### src/hdl/psa_pkg.sv
package psa_pkg;

    // Held test outcome.
    typedef enum logic [1:0] {
        VERDICT_RUNNING      = 2'd0,
        VERDICT_H1           = 2'd1,
        VERDICT_H0           = 2'd2,
        VERDICT_INCONCLUSIVE = 2'd3
    } verdict_t;

    // Configuration register indexes.
    typedef enum logic [2:0] {
        REG_H0_PAIR_SCORE   = 3'd0,
        REG_H1_PAIR_SCORE   = 3'd1,
        REG_ACCEPT_BOUND    = 3'd2,
        REG_REJECT_BOUND    = 3'd3,
        REG_REPORT_INTERVAL = 3'd4,
        REG_PAIR_CAP        = 3'd5
    } cfg_reg_t;

    // Port and register widths.
    localparam int INDEX_W    = 3;
    localparam int DATA_W     = 32;
    localparam int SCORE_W    = 18;
    localparam int BOUND_W    = 32;
    localparam int INTERVAL_W = 16;
    localparam int CAP_W      = 20;
    localparam int LLR_W      = 32;
    localparam int PAIRS_W    = 20;

    // Number of pentanomial bins.
    localparam int BUCKETS = 5;

    // Fixed-point layout of the intermediate values.
    localparam int MU_W        = 18;
    localparam int MU_SHIFT    = 15;
    localparam int VAR_SHIFT   = 14;
    localparam int VAR_W       = 17;
    localparam int DELTA_MAG_W = 18;
    localparam int DEV_MAG_W   = 19;
    localparam int PROD_W      = DELTA_MAG_W + DEV_MAG_W;

    localparam logic [VAR_W-1:0]         VAR_MAX = 17'd65536;
    localparam logic signed [LLR_W-1:0]  LLR_MAX = 32'sh7FFF_FFFF;
    localparam logic signed [LLR_W-1:0]  LLR_MIN = 32'sh8000_0000;

    // Register values after reset.
    localparam logic [SCORE_W-1:0]         H0_RESET       = 18'd65536;
    localparam logic [SCORE_W-1:0]         H1_RESET       = 18'd66479;
    localparam logic signed [BOUND_W-1:0]  ACCEPT_RESET   = 32'sd192941;
    localparam logic signed [BOUND_W-1:0]  REJECT_RESET   = -32'sd192941;
    localparam logic [INTERVAL_W-1:0]      INTERVAL_RESET = 16'd16;
    localparam logic [CAP_W-1:0]           CAP_RESET      = 20'd20000;

    // Half points of one game: win 2, draw 1, loss (either negative code) 0.
    function automatic logic [2:0] result_points(input logic [1:0] code);
        logic [2:0] pts;
        unique case (code)
            2'b01:   pts = 3'd2;
            2'b00:   pts = 3'd1;
            default: pts = 3'd0;
        endcase
        return pts;
    endfunction

    // Square of a bin index, for the second moment.
    function automatic logic [4:0] bucket_square(input logic [2:0] k);
        logic [4:0] sq;
        unique case (k)
            3'd0:    sq = 5'd0;
            3'd1:    sq = 5'd1;
            3'd2:    sq = 5'd4;
            3'd3:    sq = 5'd9;
            3'd4:    sq = 5'd16;
            default: sq = 5'd0;
        endcase
        return sq;
    endfunction

endpackage

### src/hdl/pentanomial_sprt_accumulator.sv
// Channel   Direction  Handshake                   Payload
// cfg       in         cfg_valid / cfg_ready       cfg_index, cfg_data
// pair      in         pair_valid / pair_ready     first_result, second_result
// result    out        result_valid / result_ready verdict, evaluated, llr_value, pairs_seen
//
// A pair that triggers no evaluation goes from S_CHECK to S_DONE (straight to S_DONE
// once a verdict is held). An evaluating pair runs eight multiply and divide passes,
// one bit per cycle, through a single shared adder.
// Reset clears the bins, sums, held verdict and LLR and loads the default registers.
// A new pair is taken while an earlier result still waits; a stalled result only
// holds the sequencer at its last step. The cfg channel is always ready.
module pentanomial_sprt_accumulator #(
    parameter int COUNT_BITS = 20
) (
    input  logic                        clk,
    input  logic                        rst_n,
    input  logic                        cfg_valid,
    output logic                        cfg_ready,
    input  logic [psa_pkg::INDEX_W-1:0] cfg_index,
    input  logic [psa_pkg::DATA_W-1:0]  cfg_data,
    input  logic                        pair_valid,
    output logic                        pair_ready,
    input  logic signed [1:0]           first_result,
    input  logic signed [1:0]           second_result,
    output logic                        result_valid,
    input  logic                        result_ready,
    output logic [1:0]                  verdict,
    output logic                        evaluated,
    output logic signed [psa_pkg::LLR_W-1:0] llr_value,
    output logic [psa_pkg::PAIRS_W-1:0] pairs_seen
);
    import psa_pkg::*;

    // Widths that follow from the bin counter size.
    localparam int N_W     = COUNT_BITS + 3;
    localparam int S1_W    = COUNT_BITS + 5;
    localparam int S2_W    = COUNT_BITS + 7;
    localparam int NN_W    = 2 * N_W;
    localparam int P_W     = N_W + S2_W;
    localparam int MU_K    = S1_W + MU_SHIFT;
    localparam int VAR_K   = P_W + VAR_SHIFT;
    localparam int NUM_K   = N_W + PROD_W;
    localparam int DW      = (VAR_K > NUM_K) ? VAR_K : NUM_K;
    localparam int CNT_W   = $clog2(DW + 1);
    localparam int CMP_W   = ((N_W > CAP_W) ? N_W : CAP_W) + 1;

    typedef enum logic [2:0] {
        S_IDLE,
        S_CHECK,
        S_LOAD,
        S_RUN,
        S_NEXT,
        S_DONE
    } state_t;

    typedef enum logic [2:0] {
        OP_MU,
        OP_NN,
        OP_P1,
        OP_P2,
        OP_VAR,
        OP_PROD,
        OP_NUM,
        OP_LLR
    } op_t;

    state_t                     state_reg;
    op_t                        op_reg;
    op_t                        op_after;
    logic [CNT_W-1:0]           cnt_reg;
    logic [CNT_W-1:0]           op_len;

    // Configuration registers.
    logic [SCORE_W-1:0]         h0_reg;
    logic [SCORE_W-1:0]         h1_reg;
    logic signed [BOUND_W-1:0]  accept_reg;
    logic signed [BOUND_W-1:0]  reject_reg;
    logic [INTERVAL_W-1:0]      interval_reg;
    logic [CAP_W-1:0]           cap_reg;

    // Test state.
    logic [COUNT_BITS-1:0]      bin_reg [BUCKETS];
    logic [N_W-1:0]             n_reg;
    logic [S1_W-1:0]            s1_reg;
    logic [S2_W-1:0]            s2_reg;
    logic [N_W-1:0]             last_eval_reg;
    verdict_t                   held_verdict_reg;
    logic signed [LLR_W-1:0]    held_llr_reg;
    logic                       eval_flag_reg;

    // Output register.
    logic                       result_valid_reg;
    logic [1:0]                 verdict_reg;
    logic                       evaluated_reg;
    logic signed [LLR_W-1:0]    llr_reg;
    logic [PAIRS_W-1:0]         pairs_reg;

    // Shared unit and intermediate values.
    logic [DW-1:0]              acc_reg;
    logic [DW-1:0]              shr_reg;
    logic [DW-1:0]              opd_reg;
    logic                       is_div_reg;
    logic [MU_W-1:0]            mu_reg;
    logic [NN_W-1:0]            nn_reg;
    logic [P_W-1:0]             p1_reg;
    logic [VAR_W-1:0]           var_reg;
    logic [PROD_W-1:0]          prod_reg;
    logic                       neg_reg;

    logic [2:0]                 bucket;
    logic                       bin_full;
    logic                       cap_reached;
    logic                       eval_due;
    logic [P_W-1:0]             t_diff;
    logic signed [SCORE_W:0]    delta;
    logic signed [SCORE_W+1:0]  dev;
    logic [SCORE_W:0]           delta_abs;
    logic [SCORE_W+1:0]         dev_abs;
    logic [DW+1:0]              unit_a;
    logic [DW+1:0]              unit_b;
    logic [DW+1:0]              unit_y;
    logic                       q_bit;
    logic [DW-1:0]              acc_next;
    logic [DW-1:0]              shr_next;
    logic [VAR_W-1:0]           var_clamped;
    logic                       llr_over;
    logic signed [LLR_W-1:0]    llr_sat;
    verdict_t                   llr_verdict;

    assign cfg_ready    = 1'b1;
    assign pair_ready   = (state_reg == S_IDLE);
    assign result_valid = result_valid_reg;
    assign verdict      = verdict_reg;
    assign evaluated    = evaluated_reg;
    assign llr_value    = llr_reg;
    assign pairs_seen   = pairs_reg;

    // Bin selection for the incoming pair.
    assign bucket   = result_points(first_result) + result_points(second_result);
    assign bin_full = &bin_reg[bucket];

    // Evaluation trigger: interval elapsed or cap reached.
    assign cap_reached = CMP_W'(n_reg) >= CMP_W'(cap_reg);
    assign eval_due    = (n_reg != '0) &&
                         ((CMP_W'(n_reg) >= CMP_W'(last_eval_reg) + CMP_W'(interval_reg)) ||
                          cap_reached);

    // Numerator of the variance, from the two stored products.
    assign t_diff = p1_reg - acc_reg[P_W-1:0];

    // Signed terms of the LLR and their magnitudes.
    assign delta     = $signed({1'b0, h1_reg}) - $signed({1'b0, h0_reg});
    assign dev       = $signed({1'b0, mu_reg, 1'b0}) - $signed({2'b00, h0_reg})
                       - $signed({2'b00, h1_reg});
    assign delta_abs = delta[SCORE_W] ? (~delta + 1'b1) : delta;
    assign dev_abs   = dev[SCORE_W+1] ? (~dev + 1'b1) : dev;

    // Pass length of each operation.
    always_comb
    begin
        unique case (op_reg)
            OP_MU:   op_len = CNT_W'(MU_K);
            OP_NN:   op_len = CNT_W'(N_W);
            OP_P1:   op_len = CNT_W'(N_W);
            OP_P2:   op_len = CNT_W'(S1_W);
            OP_VAR:  op_len = CNT_W'(VAR_K);
            OP_PROD: op_len = CNT_W'(DELTA_MAG_W);
            OP_NUM:  op_len = CNT_W'(N_W);
            OP_LLR:  op_len = CNT_W'(NUM_K);
            default: op_len = CNT_W'(DW);
        endcase
    end

    // Operation order.
    always_comb
    begin
        unique case (op_reg)
            OP_MU:   op_after = OP_NN;
            OP_NN:   op_after = OP_P1;
            OP_P1:   op_after = OP_P2;
            OP_P2:   op_after = OP_VAR;
            OP_VAR:  op_after = OP_PROD;
            OP_PROD: op_after = OP_NUM;
            OP_NUM:  op_after = OP_LLR;
            default: op_after = OP_LLR;
        endcase
    end

    // Shared adder: shift-add multiply step or restoring divide step, MSB first.
    assign unit_a   = {1'b0, acc_reg, is_div_reg & shr_reg[DW-1]};
    assign unit_b   = (is_div_reg || shr_reg[DW-1]) ? {2'b00, opd_reg} : '0;
    assign unit_y   = unit_a + (unit_b ^ {(DW+2){is_div_reg}}) + (DW+2)'(is_div_reg);
    assign q_bit    = is_div_reg & ~unit_y[DW+1];
    assign acc_next = (is_div_reg && unit_y[DW+1]) ? unit_a[DW-1:0] : unit_y[DW-1:0];
    assign shr_next = {shr_reg[DW-2:0], q_bit};

    // Variance floored at one LSB and capped at its largest possible value.
    always_comb
    begin
        priority if (shr_reg > DW'(VAR_MAX))
            var_clamped = VAR_MAX;
        else if (shr_reg == '0)
            var_clamped = VAR_W'(1);
        else
            var_clamped = shr_reg[VAR_W-1:0];
    end

    // Signed, saturated LLR from the final quotient.
    assign llr_over = |shr_reg[DW-1:LLR_W-1];
    always_comb
    begin
        if (neg_reg)
            llr_sat = llr_over ? LLR_MIN : $signed(~shr_reg[LLR_W-1:0] + 1'b1);
        else
            llr_sat = llr_over ? LLR_MAX : $signed(shr_reg[LLR_W-1:0]);
    end

    // Decision on the new LLR; accept wins over reject, then the cap ends the test.
    always_comb
    begin
        priority if (llr_sat >= accept_reg)
            llr_verdict = VERDICT_H1;
        else if (llr_sat <= reject_reg)
            llr_verdict = VERDICT_H0;
        else if (cap_reached)
            llr_verdict = VERDICT_INCONCLUSIVE;
        else
            llr_verdict = VERDICT_RUNNING;
    end

    // Sequencer, configuration, test state and output register.
    always_ff @(posedge clk or negedge rst_n)
    begin
        if (!rst_n)
        begin
            state_reg        <= S_IDLE;
            op_reg           <= OP_MU;
            cnt_reg          <= '0;
            h0_reg           <= H0_RESET;
            h1_reg           <= H1_RESET;
            accept_reg       <= ACCEPT_RESET;
            reject_reg       <= REJECT_RESET;
            interval_reg     <= INTERVAL_RESET;
            cap_reg          <= CAP_RESET;
            for (int k = 0; k < BUCKETS; k++)
            begin
                bin_reg[k] <= '0;
            end
            n_reg            <= '0;
            s1_reg           <= '0;
            s2_reg           <= '0;
            last_eval_reg    <= '0;
            held_verdict_reg <= VERDICT_RUNNING;
            held_llr_reg     <= '0;
            eval_flag_reg    <= 1'b0;
            result_valid_reg <= 1'b0;
            verdict_reg      <= '0;
            evaluated_reg    <= 1'b0;
            llr_reg          <= '0;
            pairs_reg        <= '0;
        end
        else
        begin
            // Register writes; unknown indexes are dropped.
            if (cfg_valid)
            begin
                unique case (cfg_reg_t'(cfg_index))
                    REG_H0_PAIR_SCORE:   h0_reg       <= cfg_data[SCORE_W-1:0];
                    REG_H1_PAIR_SCORE:   h1_reg       <= cfg_data[SCORE_W-1:0];
                    REG_ACCEPT_BOUND:    accept_reg   <= $signed(cfg_data[BOUND_W-1:0]);
                    REG_REJECT_BOUND:    reject_reg   <= $signed(cfg_data[BOUND_W-1:0]);
                    REG_REPORT_INTERVAL: interval_reg <= cfg_data[INTERVAL_W-1:0];
                    REG_PAIR_CAP:        cap_reg      <= cfg_data[CAP_W-1:0];
                    default:             ;
                endcase
            end

            // The output register empties unless a new item moves in at the same edge.
            if (result_valid_reg && result_ready && state_reg != S_DONE)
            begin
                result_valid_reg <= 1'b0;
            end

            unique case (state_reg)
                S_IDLE:
                begin
                    if (pair_valid)
                    begin
                        if (held_verdict_reg != VERDICT_RUNNING)
                        begin
                            eval_flag_reg <= 1'b0;
                            state_reg     <= S_DONE;
                        end
                        else
                        begin
                            // A full bin drops the pair.
                            if (!bin_full)
                            begin
                                bin_reg[bucket] <= bin_reg[bucket] + COUNT_BITS'(1);
                                n_reg           <= n_reg + N_W'(1);
                                s1_reg          <= s1_reg + S1_W'(bucket);
                                s2_reg          <= s2_reg + S2_W'(bucket_square(bucket));
                            end
                            state_reg <= S_CHECK;
                        end
                    end
                end

                S_CHECK:
                begin
                    if (eval_due)
                    begin
                        last_eval_reg <= n_reg;
                        eval_flag_reg <= 1'b1;
                        op_reg        <= OP_MU;
                        state_reg     <= S_LOAD;
                    end
                    else
                    begin
                        eval_flag_reg <= 1'b0;
                        if (cap_reached)
                        begin
                            held_verdict_reg <= VERDICT_INCONCLUSIVE;
                        end
                        state_reg <= S_DONE;
                    end
                end

                S_LOAD:
                begin
                    cnt_reg   <= op_len;
                    state_reg <= S_RUN;
                end

                S_RUN:
                begin
                    cnt_reg <= cnt_reg - CNT_W'(1);
                    if (cnt_reg == CNT_W'(1))
                    begin
                        state_reg <= S_NEXT;
                    end
                end

                S_NEXT:
                begin
                    if (op_reg == OP_LLR)
                    begin
                        held_llr_reg     <= llr_sat;
                        held_verdict_reg <= llr_verdict;
                        state_reg        <= S_DONE;
                    end
                    else
                    begin
                        op_reg    <= op_after;
                        state_reg <= S_LOAD;
                    end
                end

                S_DONE:
                begin
                    if (!result_valid_reg || result_ready)
                    begin
                        result_valid_reg <= 1'b1;
                        verdict_reg      <= held_verdict_reg;
                        evaluated_reg    <= eval_flag_reg;
                        llr_reg          <= held_llr_reg;
                        pairs_reg        <= PAIRS_W'(n_reg);
                        state_reg        <= S_IDLE;
                    end
                end

                default:
                begin
                    state_reg <= S_IDLE;
                end
            endcase
        end
    end

    // Shared unit operands, steps and captured results.
    always_ff @(posedge clk)
    begin
        if (state_reg == S_LOAD)
        begin
            acc_reg <= '0;
            unique case (op_reg)
                OP_MU:
                begin
                    is_div_reg <= 1'b1;
                    shr_reg    <= DW'({s1_reg, {MU_SHIFT{1'b0}}}) << (DW - MU_K);
                    opd_reg    <= DW'(n_reg);
                end
                OP_NN:
                begin
                    is_div_reg <= 1'b0;
                    shr_reg    <= DW'(n_reg) << (DW - N_W);
                    opd_reg    <= DW'(n_reg);
                end
                OP_P1:
                begin
                    is_div_reg <= 1'b0;
                    shr_reg    <= DW'(n_reg) << (DW - N_W);
                    opd_reg    <= DW'(s2_reg);
                end
                OP_P2:
                begin
                    is_div_reg <= 1'b0;
                    shr_reg    <= DW'(s1_reg) << (DW - S1_W);
                    opd_reg    <= DW'(s1_reg);
                end
                OP_VAR:
                begin
                    is_div_reg <= 1'b1;
                    shr_reg    <= DW'({t_diff, {VAR_SHIFT{1'b0}}}) << (DW - VAR_K);
                    opd_reg    <= DW'(nn_reg);
                end
                OP_PROD:
                begin
                    is_div_reg <= 1'b0;
                    shr_reg    <= DW'(delta_abs[DELTA_MAG_W-1:0]) << (DW - DELTA_MAG_W);
                    opd_reg    <= DW'(dev_abs[DEV_MAG_W-1:0]);
                    neg_reg    <= delta[SCORE_W] ^ dev[SCORE_W+1];
                end
                OP_NUM:
                begin
                    is_div_reg <= 1'b0;
                    shr_reg    <= DW'(n_reg) << (DW - N_W);
                    opd_reg    <= DW'(prod_reg);
                end
                default:
                begin
                    // Final divide: acc still holds N * prod.
                    is_div_reg <= 1'b1;
                    shr_reg    <= acc_reg << (DW - NUM_K);
                    opd_reg    <= DW'({var_reg, 1'b0});
                end
            endcase
        end
        else if (state_reg == S_RUN)
        begin
            acc_reg <= acc_next;
            shr_reg <= shr_next;
        end
        else if (state_reg == S_NEXT)
        begin
            unique case (op_reg)
                OP_MU:   mu_reg   <= shr_reg[MU_W-1:0];
                OP_NN:   nn_reg   <= acc_reg[NN_W-1:0];
                OP_P1:   p1_reg   <= acc_reg[P_W-1:0];
                OP_VAR:  var_reg  <= var_clamped;
                OP_PROD: prod_reg <= acc_reg[PROD_W-1:0];
                default: ;
            endcase
        end
    end

    // Pair count always matches the sum of the bins.
    assert property (@(posedge clk) disable iff (!rst_n)
        n_reg == N_W'(bin_reg[0]) + N_W'(bin_reg[1]) + N_W'(bin_reg[2])
                 + N_W'(bin_reg[3]) + N_W'(bin_reg[4]))
        else $error("pair count out of step with bins");

    // The score sum never exceeds four half points per pair.
    assert property (@(posedge clk) disable iff (!rst_n)
        s1_reg <= {n_reg, 2'b00})
        else $error("score sum exceeds its bound");

    // A reached verdict is never changed.
    assert property (@(posedge clk) disable iff (!rst_n)
        (held_verdict_reg != VERDICT_RUNNING) |=> (held_verdict_reg == $past(held_verdict_reg)))
        else $error("held verdict changed");

    // Multiply passes never overflow the accumulator.
    assert property (@(posedge clk) disable iff (!rst_n)
        (state_reg == S_RUN && !is_div_reg) |-> (unit_y[DW+1:DW] == 2'b00))
        else $error("product overflow in shared unit");

    // Divide passes keep the partial remainder below a nonzero divisor.
    assert property (@(posedge clk) disable iff (!rst_n)
        (state_reg == S_RUN && is_div_reg) |-> (opd_reg != '0 && acc_reg < opd_reg))
        else $error("divider remainder out of range");

endmodule
### config.mk
export PLATFORM = sky130hd
export DESIGN_NAME = pentanomial_sprt_accumulator
export DESIGN_NICKNAME = d
export VERILOG_FILES = /design/src/hdl/psa_pkg.sv /design/src/hdl/pentanomial_sprt_accumulator.sv
export SDC_FILE = /design/constraint.sdc
export NUM_CORES = 2
export LEC_CHECK = 0
export ABC_CLOCK_PERIOD_IN_PS = 6050
export BUFFER_PORTS_ARGS = -buffer_cell sky130_fd_sc_hd__buf_2
export CAP_MARGIN = 10
export CORE_ASPECT_RATIO = 0.6
export CORE_MARGIN = 3
export CORE_UTILIZATION = 35
export DETAILED_ROUTE_END_ITERATION = 8
export GPL_ROUTABILITY_DRIVEN = 0
export SLEW_MARGIN = 30
export SYNTH_ARGS = -nofsm -noshare
export SYNTH_HDL_FRONTEND = slang
export SYNTH_SLANG_ARGS = --single-unit
### constraint.sdc
create_clock -name clk -period 6.05 [get_ports clk]
set_clock_uncertainty 0.2 [all_clocks]
set_input_delay 0 -clock clk [delete_from_list [all_inputs] [get_ports clk]]
set_output_delay 0 -clock clk [all_outputs]
set_load 0.02 [all_outputs]
======== Word-level counts from Yosys, hierarchy flattened ========
Memories as Yosys holds them, arrays and structs flattened.
Cells that the tools add are included.
cells by class
  equal/unequal tests ..................... 34
  $add $sub $neg .......................... 16
  reductions and logical operators ........ 47
  order comparisons ....................... 7
  muxes and demuxes ....................... 52
  bitwise logic cells ..................... 13
operator list
  operator               count
  $pmux 46 s6            1
  $mux 64                4
  $pmux 64 s4            1
  $bwmux 100             1
  $mux 32                3
  $add 65x66->66         1
  $add 66x1->66          1
  $xor 64x66->66         1
  $gt 64x17->1 const B   1
  $logic_not 64->1       1
  $bmux 20 s3            1
  $demux 20 s3           1
  $mux 20                3
  $sub 50x50->50         1
  $pmux 3 s6             2
  $reduce_or 33->1       1
  $add 32x1->32 const B  1
  $ge 32x32->1           1
  $le 32x32->1           1
  $not 32->32            1
  $reduce_and 4->1       7
  $add 27x5->27          1
  $eq 3x3->1 const B     9
  $add 25x3->25          1
  other kinds (52)       123
word-level totals
  word-level logic and storage cells ...... 207
  bits in read-only memories .............. 56
  flip-flop bits (word level) ............. 800
  output and inout bits ................... 58
  memories ................................ 1
memories
  name              words  bits a word  read ports  clocked after Yosys merged registers in  wr ports  line                                 text
  (name not given)  8      7            1           0                                        0         pentanomial_sprt_accumulator.sv:161  unique case (op_reg)

======== Depth between registers and ports, before layout ========
  depth after elaboration ................. 13
  gate-level depth with buffers ........... 27
  mapped depth without buffers ............ 25

======== Worst setup path after synthesis ========
OpenSTA, ideal clock, no wires.
  path type ............................... register -> register
  from .................................... register interval_reg[0]
  to ...................................... register last_eval_reg[10]
  slack ................................... 0.802 ns
  buffers on the path ..................... 2
  required time ........................... 5.725 ns
  setup time .............................. 0.125 ns
  period minus slack after synthesis ...... 5.248 ns
  arrival time ............................ 4.923 ns
  stages on the path, launching flop included .. 27
  cell sequence ........................... dfrtp_1 -> ha_1 -> inv_1 -> fa_1 -> nor2b_1 -> o21ai_0 -> a21oi_1 -> o21ai_0 -> a211oi_1 -> a2111oi_0 -> o21bai_1 -> a21oi_1 -> o31a_1 -> nor2_1 -> xnor2_1 -> ha_1 -> nor2b_1 -> o21ai_0 -> nand2_1 -> a2111oi_0 -> o21ai_0 -> a221oi_1 -> o21ai_0 -> nor3b_1 -> buf_2 -> buf_1 -> mux2_2
between the ends
  word-level cells in the longest chain between the ends .. 5
RTL lines
  element                     line                                 text
  from (decl)                 pentanomial_sprt_accumulator.sv:78   logic [INTERVAL_W-1:0] interval_reg;
  from (signal assigned)      pentanomial_sprt_accumulator.sv:272  REG_REPORT_INTERVAL: interval_reg <= cfg_data[INTERVAL_W-1:0];
  $add 23x16->24              pentanomial_sprt_accumulator.sv:145  ((CMP_W'(n_reg) >= CMP_W'(last_eval_reg) + CMP_W'(interval_reg)) ||
  $ge 23x24->1                pentanomial_sprt_accumulator.sv:145
  $logic_or 1x1->1            pentanomial_sprt_accumulator.sv:145
  $logic_and 1x1->1           pentanomial_sprt_accumulator.sv:144  assign eval_due = (n_reg != '0) &&
  $reduce_and 2->1 (no line)  --
  to (signal assigned)        pentanomial_sprt_accumulator.sv:313  last_eval_reg <= n_reg;
  to (decl)                   pentanomial_sprt_accumulator.sv:86   logic [N_W-1:0] last_eval_reg;
No other way between the ends.
A chain may end at the register's enable or synchronous reset.

======== Worst setup path in the final report ========
  from .................................... register shr_reg[3]
  to ...................................... register held_verdict_reg[0]
between the ends
  word-level cells in the longest chain between the ends .. 9
  elaborated cells between the ends (all ways) .. 11
RTL lines
  element                 line                                 text
  from (decl)             pentanomial_sprt_accumulator.sv:100  logic [DW-1:0] shr_reg;
  from (signal assigned)  pentanomial_sprt_accumulator.sv:390  shr_reg <= DW'({s1_reg, {MU_SHIFT{1'b0}}}) << (DW - MU_K);
  from (signal assigned)  pentanomial_sprt_accumulator.sv:396  shr_reg <= DW'(n_reg) << (DW - N_W);
  from (signal assigned)  pentanomial_sprt_accumulator.sv:402  shr_reg <= DW'(n_reg) << (DW - N_W);
  $not 32->32 *           pentanomial_sprt_accumulator.sv:213  llr_sat = llr_over ? LLR_MIN : $signed(~shr_reg[LLR_W-1:0] + 1'b1);
  $add 32x1->32 *         pentanomial_sprt_accumulator.sv:213
  $mux 32 *               pentanomial_sprt_accumulator.sv:213
  $mux 32 *               pentanomial_sprt_accumulator.sv:212  if (neg_reg)
  net llr_sat[30]         pentanomial_sprt_accumulator.sv:127  logic signed [LLR_W-1:0] llr_sat;
  $le 32x32->1            pentanomial_sprt_accumulator.sv:223  else if (llr_sat <= reject_reg)
  $mux 2                  pentanomial_sprt_accumulator.sv:223
  $mux 2 *                pentanomial_sprt_accumulator.sv:221  priority if (llr_sat >= accept_reg)
  $mux 2 *                pentanomial_sprt_accumulator.sv:346  if (op_reg == OP_LLR)
  $pmux 2 s2 *            pentanomial_sprt_accumulator.sv:284  unique case (state_reg)
  to (signal assigned)    pentanomial_sprt_accumulator.sv:349  held_verdict_reg <= llr_verdict;
  to (decl)               pentanomial_sprt_accumulator.sv:87   verdict_t held_verdict_reg;
Mark *: on every way through the listed nets, which the timed path passes. The rest lies on a longest branch. The select of a mux whose other input is x is not followed.

==> out/qor.txt <==
OUTCOME
---------------------------------------------------------------------------------------
Outcome                                                                    finished, final reports clean

WORST SETUP PATH
---------------------------------------------------------------------------------------
CP max stage delay                                                              0.52 ns
Worst setup path category                                                       reg2reg
Critical path cell sequence                                                or3_4, or3_4, or4_4, or3_1, nor4_2, nand3b_1, nor4_2, mux2i_1, o22ai_2, ha_1, nand4_1, nor2_1, nand3_1, a211oi_2, nor2_1, o21ai_0, o21ai_0, nor3_1, a21oi_1
Worst Reg2Reg Path Length in Cells                                                   19
Setup crit end kind                                                           flip-flop
Cell with the biggest individual delay on the critical path                       or4_4
Signal arrival time at the worst endpoint                                       6.07 ns
Terminus of the critical flop-to-flop path                                 held_verdict_reg[0]
Cell class contributing the biggest share of worst-path delay              simple AND/OR/NAND/NOR gates
Launch point of the worst path                                               shr_reg[3]
Worst-path fanout max                                                                 5
Worst path buffer plus inverter count                                                 0
Req. time, crit path                                                            6.40 ns
R2r startpoint                                                               shr_reg[3]
Crit start category                                                           flip-flop
Slack of the worst reg-to-reg path                                              0.32 ns

FLOORPLAN
---------------------------------------------------------------------------------------
Die Span Y                                                                       290 um
Ports placed on the boundary                                                        102
Area enclosed by the die boundary                                            139000 um2
Total core area                                                              132000 um2
Width of the die                                                                 479 um
Starting utilization of the core area                                             0.355
Rows                                                                                103

LOGIC SYNTHESIS
---------------------------------------------------------------------------------------
Netlist Area Pre-Place                                                        47000 um2
Count of unique library cells instantiated by Yosys                                  96
Post-Synthesis Net Count                                                           5047
Warning count from the yosys run                                                      0
Most numerous cell in the Yosys netlist                                         nand2_1
Proportion of synthesized flip-flops having asynchronous set or reset             0.560
Synthesized instance count                                                         4669
Synthesized flop and latch total                                                    782
Commonest cells in the synthesized netlist                                 nand2_1, dfrtp_1, nor2_1, mux2_2, ha_1
Cell types with the largest area share after synthesis                     dfrtp_1, edfxtp_1, ha_1
Yosys top cell area share                                                         0.207
Largest area contributor in the netlist                                         dfrtp_1
Number of flops mapped to enable cells by yosys                                     280
Ys flop type                                                                    dfrtp_1
Portion of the post-synthesis area used by sequential elements                    0.441
Avg Synthesized Cell Area                                                      10.1 um2

STA
---------------------------------------------------------------------------------------
Setup TNS                                                                          0 ns
Final Hold Viols                                                                      0
Fraction of the cycle the final worst path needs                                  0.946
Achievable clock frequency                                                    0.175 GHz
Actual slew at the worst max-slew pin                                           1.14 ns
Setup repair after global routing missed its margin                               false
Relative slew slack                                                               0.239
Final Max Tran Viols                                                                  0
Setup Viol. Count Final                                                               0
Fin crit period                                                                 5.73 ns

FINISH
---------------------------------------------------------------------------------------
Syn-to-layout area delta                                                          14.1%
Nets                                                                               5193
Register Area                                                                 20700 um2
Area used by multi-input combinational logic                                  24600 um2
Max reg flops                                                                       100
Post-route cell area                                                          53600 um2
Share of final-layout standard cells stronger than drive strength 1               0.162
Count of filler cells inserted in the layout                                      12.9k

GRT
---------------------------------------------------------------------------------------
Total routing resource utilization after global routing                           0.224
Via count of the first global-routing pass                                        35.7k
Pin count of the biggest net entering global routing                                115
Number of antenna violations at the first check in global routing                    28
First-pass GRT wire length                                                       237 mm
Remaining global-route overflow                                                       0

PLACED DESIGN
---------------------------------------------------------------------------------------
Detail Placement HPWL                                                            119 mm
Total placed instance area                                                    49900 um2
IO buf count                                                                        100

CLOCKING
---------------------------------------------------------------------------------------
Max clock buf depth                                                                   3
Number of buffers created by CTS                                                     75
Clock latency on the worst-skew pair                                            0.69 ns
Clock root buffer                                                             clkbuf_16
Clock sinks                                                                         782
TritonCTS clock tree                                                               done
Clock transition at the registers of the reported paths                         0.07 ns
H-tree Lvls                                                                           3

DRT
---------------------------------------------------------------------------------------
DRC violation count after routing                                                     0
Number of violations reported at the end of detailed-routing iteration 0           5326
Antenna Nets Post-Route                                                               0
Routed WL per cell                                                              23.9 um
DR vias                                                                           38.5k
Routed Wire Length                                                               159 mm
Pre-Repair DR Iteration Count                                                         9
Via/cell ratio                                                                     5.77

POWER
---------------------------------------------------------------------------------------
Relative contribution of the clock network to total power                         0.371
Internal power                                                                  9810 uW
IR drop worst, VDD                                                               201 uV
Net Sw Frac                                                                       0.302
Flop pwr share                                                                    0.412
LEAKAGE                                                                       0.0236 uW
Comb power frac                                                                   0.217
Sw power                                                                        4240 uW
Power per Cell Area                                                          262 nW/um2

FLOW RUN
---------------------------------------------------------------------------------------
Maximum capacitance violations                                                        0

WORST HOLD PATH
---------------------------------------------------------------------------------------
Class of the tightest hold or removal check                                      in2reg
Number of cells on the worst hold path                                                4
Hold path endpoint                                                           h1_reg[15]
HP Start                                                                   cfg_data[15]

worst max path at each step:
stage / cells past startpoint / slack, ns / endpoint
finish: 19 / 0.32 / held_verdict_reg[0]
global route: 26 / 0.02 / last_eval_reg[12]
CTS: 19 / 0.23 / held_verdict_reg[0]
detailed placement: 19 / 0.27 / held_verdict_reg[0]
global placement: 26 / 0.28 / last_eval_reg[11]
floorplan: 26 / 0.80 / last_eval_reg[10]
cells in the final DEF, fill, tap and decap left out, drive strengths merged, types with 44 or more instances in the layout:
master and instances:
dfstp 49, a31oi 45, a21o 81, dfxtp 64, nand4 80, edfxtp 280
inv 258, a21oi 290, xor2 91, mux2 329, a221oi 46, nor2b 56
clkbuf 101, nor2 333, o21a 44, nand3 80, dlygate4sd3 95, ha 311
nand2 432, o22ai 48, o21ai 266, dfrtp 389, buf 215, xnor2 184
nor3 77
final cells by class:
| class | instances | share of cell area |
|---|---|---|
| clock inverters | 37 | 0.00973 |
| multi-input cells | 3390 | 0.458 |
| inverters | 255 | 0.0179 |
| repair buffers | 311 | 0.0461 |
| diodes | 7 | 0.000327 |
| flip-flops and latches | 782 | 0.386 |
| clock buffers | 100 | 0.0396 |
| well taps | 1785 | 0.0417 |
metrics by stage:
stage,total power [uW],utilization,hold slack (ns),setup WS [ns],instances
2_1_floorplan,7860,-,-0.496,0.802,4669
5_1_grt,14600,0.405,0.0479,0.0203,6664
6_report,14000,0.405,0.0734,0.324,6667
3_5_place_dp,8740,0.377,-0.169,0.268,6425
3_3_place_gp,8690,0.376,-0.179,0.281,6424
4_1_cts,14000,0.404,0.0146,0.225,6658
worst register-to-register path, delay by kind of cell, from the launching register on:
family	cells	cell delay (ns)
flops	1	0.38
mux	1	0.25
compound gates	5	1.01
fa+ha+maj	1	0.33
simple gates	12	3.41
routing by layer:
layer  global-route usage  vias to the layer above  part of all wire
li1                     -                    17300                 -
met1                0.359                    19000              0.48
met2                0.265                     1934              0.35
met3               0.0963                      208              0.15
met4               0.0418                       10             0.018
met5               0.0103                        -            0.0015
power groups by stage:
stage	clock, uW	combinational (uW)	sequential, uW
2_1_floorplan	0	2000	5860
6_report	5210	3050	5790
3_5_place_dp	0	2850	5890
5_1_grt	5510	3320	5810
4_1_cts	5280	2960	5790
3_3_place_gp	0	2810	5880
cell families after synthesis:
logic type,Yosys count,share of synthesized area
multiplexers,355,0.0870
XOR/XNOR,275,0.0514
AO/OA/AOI/OAI,1140,0.159
flip-flops,782,0.441
buffers and inverters,497,0.0404
other,1,0.0000798
AND/OR/NAND/NOR,1285,0.129
adder cells (fa/ha/maj),334,0.0926
what timing repair did:
item	4_1_cts	5_1_grt
resized for setup	0	5
endpoints found under the setup margin	0	29
hold endpoints to repair	568	0
setup buffers	0	0
hold buffers	96	0
Power figures use the tool's default switching activity.
